===== src/hdl/cram_pkg.sv =====
// Shared widths, selection tables and queue word type for the 3x3 Cramer solver.
`timescale 1ns / 1ps
`default_nettype none
package cram_pkg;

  localparam int DATA_WIDTH = 32;
  localparam int FRAC_BITS  = 16;

  // 2x2 products and minors
  localparam int PROD_W  = 2 * DATA_WIDTH;
  localparam int MINOR_W = 2 * DATA_WIDTH + 1;
  // 3x3 determinant: six triple products of magnitude <= 2^(3*DATA_WIDTH-3)
  localparam int MAG_W   = 3 * DATA_WIDTH;
  localparam int DET_W   = MAG_W + 1;
  // divider working width: shifted numerator and shifted divisor both fit
  localparam int REM_W   = MAG_W + DATA_WIDTH + FRAC_BITS;

  localparam int QDEPTH  = 4;
  localparam int QAW     = $clog2(QDEPTH);

  // Operand indices: a11..a33 = 0..8, b1..b3 = 9..11.
  // 2x2 minor k = prod[2k] - prod[2k+1]; minors of columns (2,3), negated minors
  // of columns (1,3), minors of columns (1,2).
  localparam logic [3:0] MUL_A [18] = '{4, 5, 1, 2, 1, 2, 5, 3, 2, 0, 2, 0, 3, 4, 0, 1, 0, 1};
  localparam logic [3:0] MUL_B [18] = '{8, 7, 8, 7, 5, 4, 6, 8, 6, 8, 3, 5, 7, 6, 7, 6, 4, 3};

  // Term j = minor[MIN_SEL[j]] * operand[FAC_SEL[j]]; det k = t[3k] - t[3k+1] + t[3k+2]
  localparam logic [3:0] MIN_SEL [12] = '{0, 1, 2, 0, 1, 2, 3, 4, 5, 6, 7, 8};
  localparam logic [3:0] FAC_SEL [12] = '{0, 3, 6, 9, 10, 11, 9, 10, 11, 9, 10, 11};

  // Word handed from the front end to the divider back end
  typedef struct packed {
    logic [MAG_W-1:0]      dmag;
    logic [2:0][MAG_W-1:0] nmag;
    logic [2:0]            neg;
    logic                  solved;
  } cram_job_t;

endpackage
`default_nettype wire


===== src/hdl/cram_queue.sv =====
// Short word queue between the determinant front end and the divider back end.
`timescale 1ns / 1ps
`default_nettype none
module cram_queue import cram_pkg::*; (
  input  logic      clk,
  input  logic      rst,
  input  logic      push,
  input  cram_job_t job,
  output logic      full,
  input  logic      pop,
  output logic      head_valid,
  output cram_job_t head
);

  cram_job_t        mem [QDEPTH];
  logic [QAW-1:0]   wp;
  logic [QAW-1:0]   rp;
  logic [QAW:0]     cnt;

  assign full       = (cnt == (QAW+1)'(QDEPTH));
  assign head_valid = (cnt != '0);
  assign head       = mem[rp];

  always_ff @(posedge clk) begin
    if (rst) begin
      wp  <= '0;
      rp  <= '0;
      cnt <= '0;
    end else begin
      if (push) begin
        wp <= wp + 1'b1;
      end
      if (pop) begin
        rp <= rp + 1'b1;
      end
      case ({push, pop})
        2'b10:   cnt <= cnt + 1'b1;
        2'b01:   cnt <= cnt - 1'b1;
        default: cnt <= cnt;
      endcase
    end
  end

  always_ff @(posedge clk) begin
    if (push) begin
      mem[wp] <= job;
    end
  end

endmodule
`default_nettype wire


===== config.mk =====
export PLATFORM = sky130hd
export DESIGN_NAME = cram_queue
export DESIGN_NICKNAME = d
export VERILOG_FILES = /design/src/hdl/cram_pkg.sv /design/src/hdl/cram_queue.sv
export SDC_FILE = /design/constraint.sdc
export NUM_CORES = 1
export LEC_CHECK = 0
export ABC_AREA = 0
export ABC_CLOCK_PERIOD_IN_PS = 25100
export BUFFER_PORTS_ARGS = -buffer_cell sky130_fd_sc_hd__buf_2
export CORE_MARGIN = 4
export CORE_UTILIZATION = 40
export DETAILED_ROUTE_END_ITERATION = 8
export GPL_ROUTABILITY_DRIVEN = 0
export GPL_TIMING_DRIVEN = 1
export PLACE_DENSITY_LB_ADDON = 0.08
export SLEW_MARGIN = 20
export SYNTH_ARGS = -nofsm -noshare
export SYNTH_HDL_FRONTEND = slang
export SYNTH_SLANG_ARGS = --single-unit

===== constraint.sdc =====
create_clock -name clk -period 25.1 [get_ports clk]
set_input_delay 3.765 -clock clk [delete_from_list [all_inputs] [get_ports clk]]
set_output_delay 3.765 -clock clk [all_outputs]
set_load 0.05 [all_outputs]

* Word level (Yosys, flattened, before mapping)
Memories as Yosys holds them, arrays and structs flattened. A register that Yosys moved wholly into a read port is not among the register bits.
Cells that the tools add are included.
** Storage, ports and cells
- Flip-flop bits (word level) :: 7
- Bits in writable memories :: 1552
- Input bits :: 392
- Output and inout bits :: 390
- Word-level logic and storage cells :: 18
- Memories kept :: 1
** Memory list
- mem :: depth 4, width 388, read ports 1, clocked after memory_dff 1, wr ports 1, line cram_queue.sv:15 : cram_job_t mem [QDEPTH];
** Cells by class
- Add/sub/neg operators :: 4
- Equality and inequality tests :: 3
- Muxes and demuxes :: 5
- Reductions and logical operators :: 2
** Operators with widths (count)
- one-hot mux 3 bit (2 select lines) :: 1
- adder 2 x 1 -> 2 bit (second input constant) :: 2
- 2-to-1 mux 2 bit :: 2
- adder 3 x 1 -> 3 bit (second input constant) :: 1
- equality test 3 bit (second input constant) :: 1
- nonzero test 3 bit :: 1
- subtractor 3 x 1 -> 3 bit (second input constant) :: 1
- equality test 2 x 1 -> 1 bit (second input constant) :: 1
- equality test 2 bit (second input constant) :: 1
- 2-to-1 mux 1 bit :: 2
- nonzero test 2 bit :: 1

* Longest topological paths before layout
- Depth in word-level cells :: 3
- Mapped depth :: 7
- Gate-level depth less buffers :: 7

* Least setup slack after synthesis
Ideal clock, no wire load.
- Path kind :: input to register
- Start point :: in push
- End point :: mem mem[0][0] (netlist bit) (enable)
- Library setup time :: 0.799 ns
- Arrival :: 12.493 ns
- Data required time :: 24.301 ns
- Slack :: 11.808 ns
- Cell stages on the path :: 1
- Buffers on the path :: 0
- Path through :: and2_1
** On the way
- Word-level cells in the longest chain between the ends :: 2
** RTL lines
- from (decl) :: line cram_queue.sv:7 : input logic push,
- 2-to-1 mux 1 bit :: line cram_queue.sv:45 : if (push) begin
- 2-to-1 mux 1 bit (not written as such) :: line cram_queue.sv:46 : mem[wp] <= job;
- to (decl) :: line cram_queue.sv:15
Every way passes these cells.

==> impl_summary.log <==
INFO  metric drt_first_iter_violations = 1652
INFO  metric cts.clk_slew.worst_paths = 0.06 ns
INFO  metric largest_family_of_logic_cells_by_synthesized_area = multiplexers
INFO  metric worst-endpoint-required = 21.33 ns
INFO  metric fp.dieArea = 147000 sq um
INFO  metric startpoint_of_the_worst_register_to_register_path = wp[0]
INFO  metric min-delay-path-class = flop to flop
INFO  metric postCtsResizedCells = 0
INFO  metric timing.final.crit_share = 0.346
INFO  metric synthCells = 2073
INFO  metric comb_power_frac = 0.139
INFO  metric worst_path_class_setup = flop to output port
INFO  metric port_buffers = about 800
INFO  metric core_area = around 140000 sq um
INFO  metric layout_commonest_cell = sky130_fd_sc_hd__edfxtp_1
INFO  metric route.vias.total = 25500
INFO  metric area_growth = 19.7%
INFO  metric rows = about 140
INFO  metric rsz0062_at_grt = no
INFO  metric synth.mux.area_fraction = 0.155
INFO  metric report.final.slew_viol_count = 0
INFO  metric crit_path_frequent_cell = sky130_fd_sc_hd__buf_4
INFO  metric cts-buffers-inserted = ~160
INFO  metric number_of_drc_violations_after_detailed_routing = 0
INFO  metric clk_latency_worst_skew_pair = 0.76 ns
INFO  metric cts_hold_repair.buffers = 0
INFO  metric die_w = 384 microns
INFO  metric setup.worst_path.start_class = flop
INFO  metric cp-end-kind = output port
INFO  metric most-common-layout-cells = sky130_fd_sc_hd__edfxtp_1, sky130_fd_sc_hd__buf_2, sky130_fd_sc_hd__mux4_2
INFO  metric drive_gt1_frac = 0.463
INFO  metric slew_margin_rel = 0.200
INFO  metric pin_count = 782
INFO  metric yosysUniqueCellTypes = 20
INFO  metric max_cap_violations = 0
INFO  metric yosysTopAreaCellShare = 0.826
INFO  metric ctsRootBufferMaster = sky130_fd_sc_hd__clkbuf_16
INFO  metric grt_start_max_net_pins = 147
INFO  metric first_global_vias = roughly 27000
INFO  metric max_freq = around 0.12 GHz
INFO  metric simple_gate_share_of_the_synthesized_area = 0.00137
INFO  metric holdCritStartpoint = cnt[1]
INFO  metric finalSetupViolations = 0
INFO  metric crit_path_cell_trace = buf_4, buf_4, buf_4, mux4_2, buf_2
INFO  metric post_drt_wl_per_cell = 26.6 microns
INFO  metric setup_total_negative_slack = 0 ns
INFO  metric seq_area_frac_synth = 0.829
INFO  metric proportion_of_power_drawn_by_flip_flops_and_latches = 0.492
INFO  metric route.final.wire_length = 133000 microns
INFO  metric worst_path_arrival = 4.92 ns
INFO  metric layout_min_cycle_time = 8.69 ns
INFO  metric cts.sinks = about 1600
INFO  metric number_of_h_tree_levels = 4
INFO  metric ir_drop = 0.0000715 V
INFO  metric synthesis.nets = 2471
INFO  metric clock_tree_from_tritoncts = built
INFO  metric floorplan.initialDensity = 0.403
INFO  metric power.share.switching = 0.261
INFO  metric post_layout_nets = between 3000 and 4000
INFO  metric syn_area_per_cell = 27.2 sq um
INFO  metric slowest_stage = sky130_fd_sc_hd__buf_4
INFO  metric die_h = 384 microns
INFO  metric status = finished clean
INFO  metric flop_and_latch_count_out_of_synthesis = 1561
INFO  metric power-per-cell-area = 91.2 nW/um^2
INFO  metric p_int = 4.55 mW
INFO  metric netlist_top_cells_area = sky130_fd_sc_hd__edfxtp_1, sky130_fd_sc_hd__mux4_2, sky130_fd_sc_hd__buf_6
INFO  metric worstMarginPinSlew = 1.20 ns
INFO  metric power_frac_clock = 0.369
INFO  metric path_max_fanout = 67
INFO  metric whs = ~0.53 ns
INFO  metric dp.final_hpwl = 86200 microns
INFO  metric timing.critical_path.slowest_cell_delay = roughly 0.93 ns
INFO  metric synthesis.yosys.warnings = 0
INFO  metric netSwitchingPower = 1.61 mW
INFO  metric detail_route.vias_per_cell = 5.08
INFO  metric grt_pass1_wl = ~190000 microns
INFO  metric grt.overflow.total = 0
INFO  metric finalHoldViolCount = 0
INFO  metric yosys.area.top_type = sky130_fd_sc_hd__edfxtp_1
INFO  metric clockBufferDepth = 3
INFO  metric drt-pass1-iter-count = 5
INFO  metric drtAntennaViolNets = 0
INFO  metric grt_use_total = 0.180
INFO  metric synth_adder_area_share = 0.00146
INFO  metric synth_area = 56400 sq um
INFO  metric synth_compound_area_frac = 0.000266
INFO  metric postCtsSetupRepairBufs = 0
INFO  metric power.static_leakage = between 20 and 25 nW
INFO  metric finClkSkew = 0.0204 ns
INFO  metric post_synthesis_xor_xnor_area_fraction = 0.000776
INFO  metric antenna_found_initial = 98
[registers in the layout, indices dropped and copies added (netlist names), named ones only]
name,cells
wp,2
mem,1552
rp,2
cnt,3
[power groups by stage]
stage | Sequential [mW] | Combinational, mW | Clock, mW
2_1_floorplan | 3.12 | 0.626 | 0
3_3_place_gp | 3.08 | 0.871 | 0
3_5_place_dp | 3.09 | 0.877 | 0
4_1_cts | 3.03 | 0.879 | 2.34
5_1_grt | 3.04 | 0.903 | 2.47
6_report | 3.03 | 0.859 | 2.27
[worst max-delay path: cells and delay by family, from the launching register on]
| family | cells | cell delay (ns) |
|---|---|---|
| buf+inv | 4 | 2.79 |
| flops | 1 | 0.73 |
| mux | 1 | 0.47 |
[stage by stage]
stage / utilization / cells / area [sq um] / total power [mW] / setup WS [ns]
2_1_floorplan: - / 2073 / 56400 / 3.74 / 11.81
3_3_place_gp: 0.446 / 4677 / 62400 / 3.95 / 17.04
3_5_place_dp: 0.446 / 4677 / 62400 / 3.96 / 17.02
4_1_cts: 0.482 / 4973 / 67400 / 6.25 / 16.15
5_1_grt: 0.482 / 4987 / 67500 / 6.40 / 15.91
6_report: 0.483 / 5010 / 67500 / 6.16 / 16.41
[final timing paths]
check / to / slack [ns] / cells past startpoint
max: head[231] / 16.41 / 5
min: cnt[1] / 0.53 / 2
max reg2reg: mem[0][214] / 20.71 / 6
min reg2reg: cnt[1] / 0.53 / 2
[kinds of logic after synthesis]
logic type | count (synthesis)
flip-flops | 1561
multiplexers | 389
buffers and inverters | 93
AND/OR/NAND/NOR | 16
adder cells (fa/ha/maj) | 6
XOR/XNOR | 5
AO/OA/AOI/OAI | 3
[routing by layer]
metal / up-vias / wire length [microns] / global-route usage
li1: 10900 / - / -
met1: 13400 / 49500 / 0.214
met2: 841 / 67600 / 0.299
met3: 297 / 11800 / 0.0687
met4: 46 / 4200 / 0.0655
met5: - / 345 / 0
[synth_stat cells, drive strengths merged]
| master | number |
|---|---|
| nand2 | 1 |
| fa | 1 |
| or3 | 2 |
| inv | 6 |
| a21oi | 2 |
| buf | 79 |
| nor2 | 8 |
| mux2i | 1 |
| and3 | 1 |
| dfxtp | 9 |
| xnor2 | 2 |
| xor2 | 3 |
| mux4 | 388 |
| clkbuf | 8 |
| o21ai | 1 |
| ha | 5 |
| edfxtp | 1552 |
| and2 | 4 |
[area by class of cell]
cell class / instances / area (sq um)
Clock buffer: 208 / 4350
Antenna cell: 37 / 92.6
Sequential cell: 1561 / 46800
Fill cell: 11500 / 72400
Multi-Input combinational cell: 419 / 8980
Tap cell: 1876 / 2350
Inverter: 6 / 22.5
Timing Repair Buffer: 815 / 4210
Clock inverter: 88 / 721
Power figures use the tool's default switching activity.
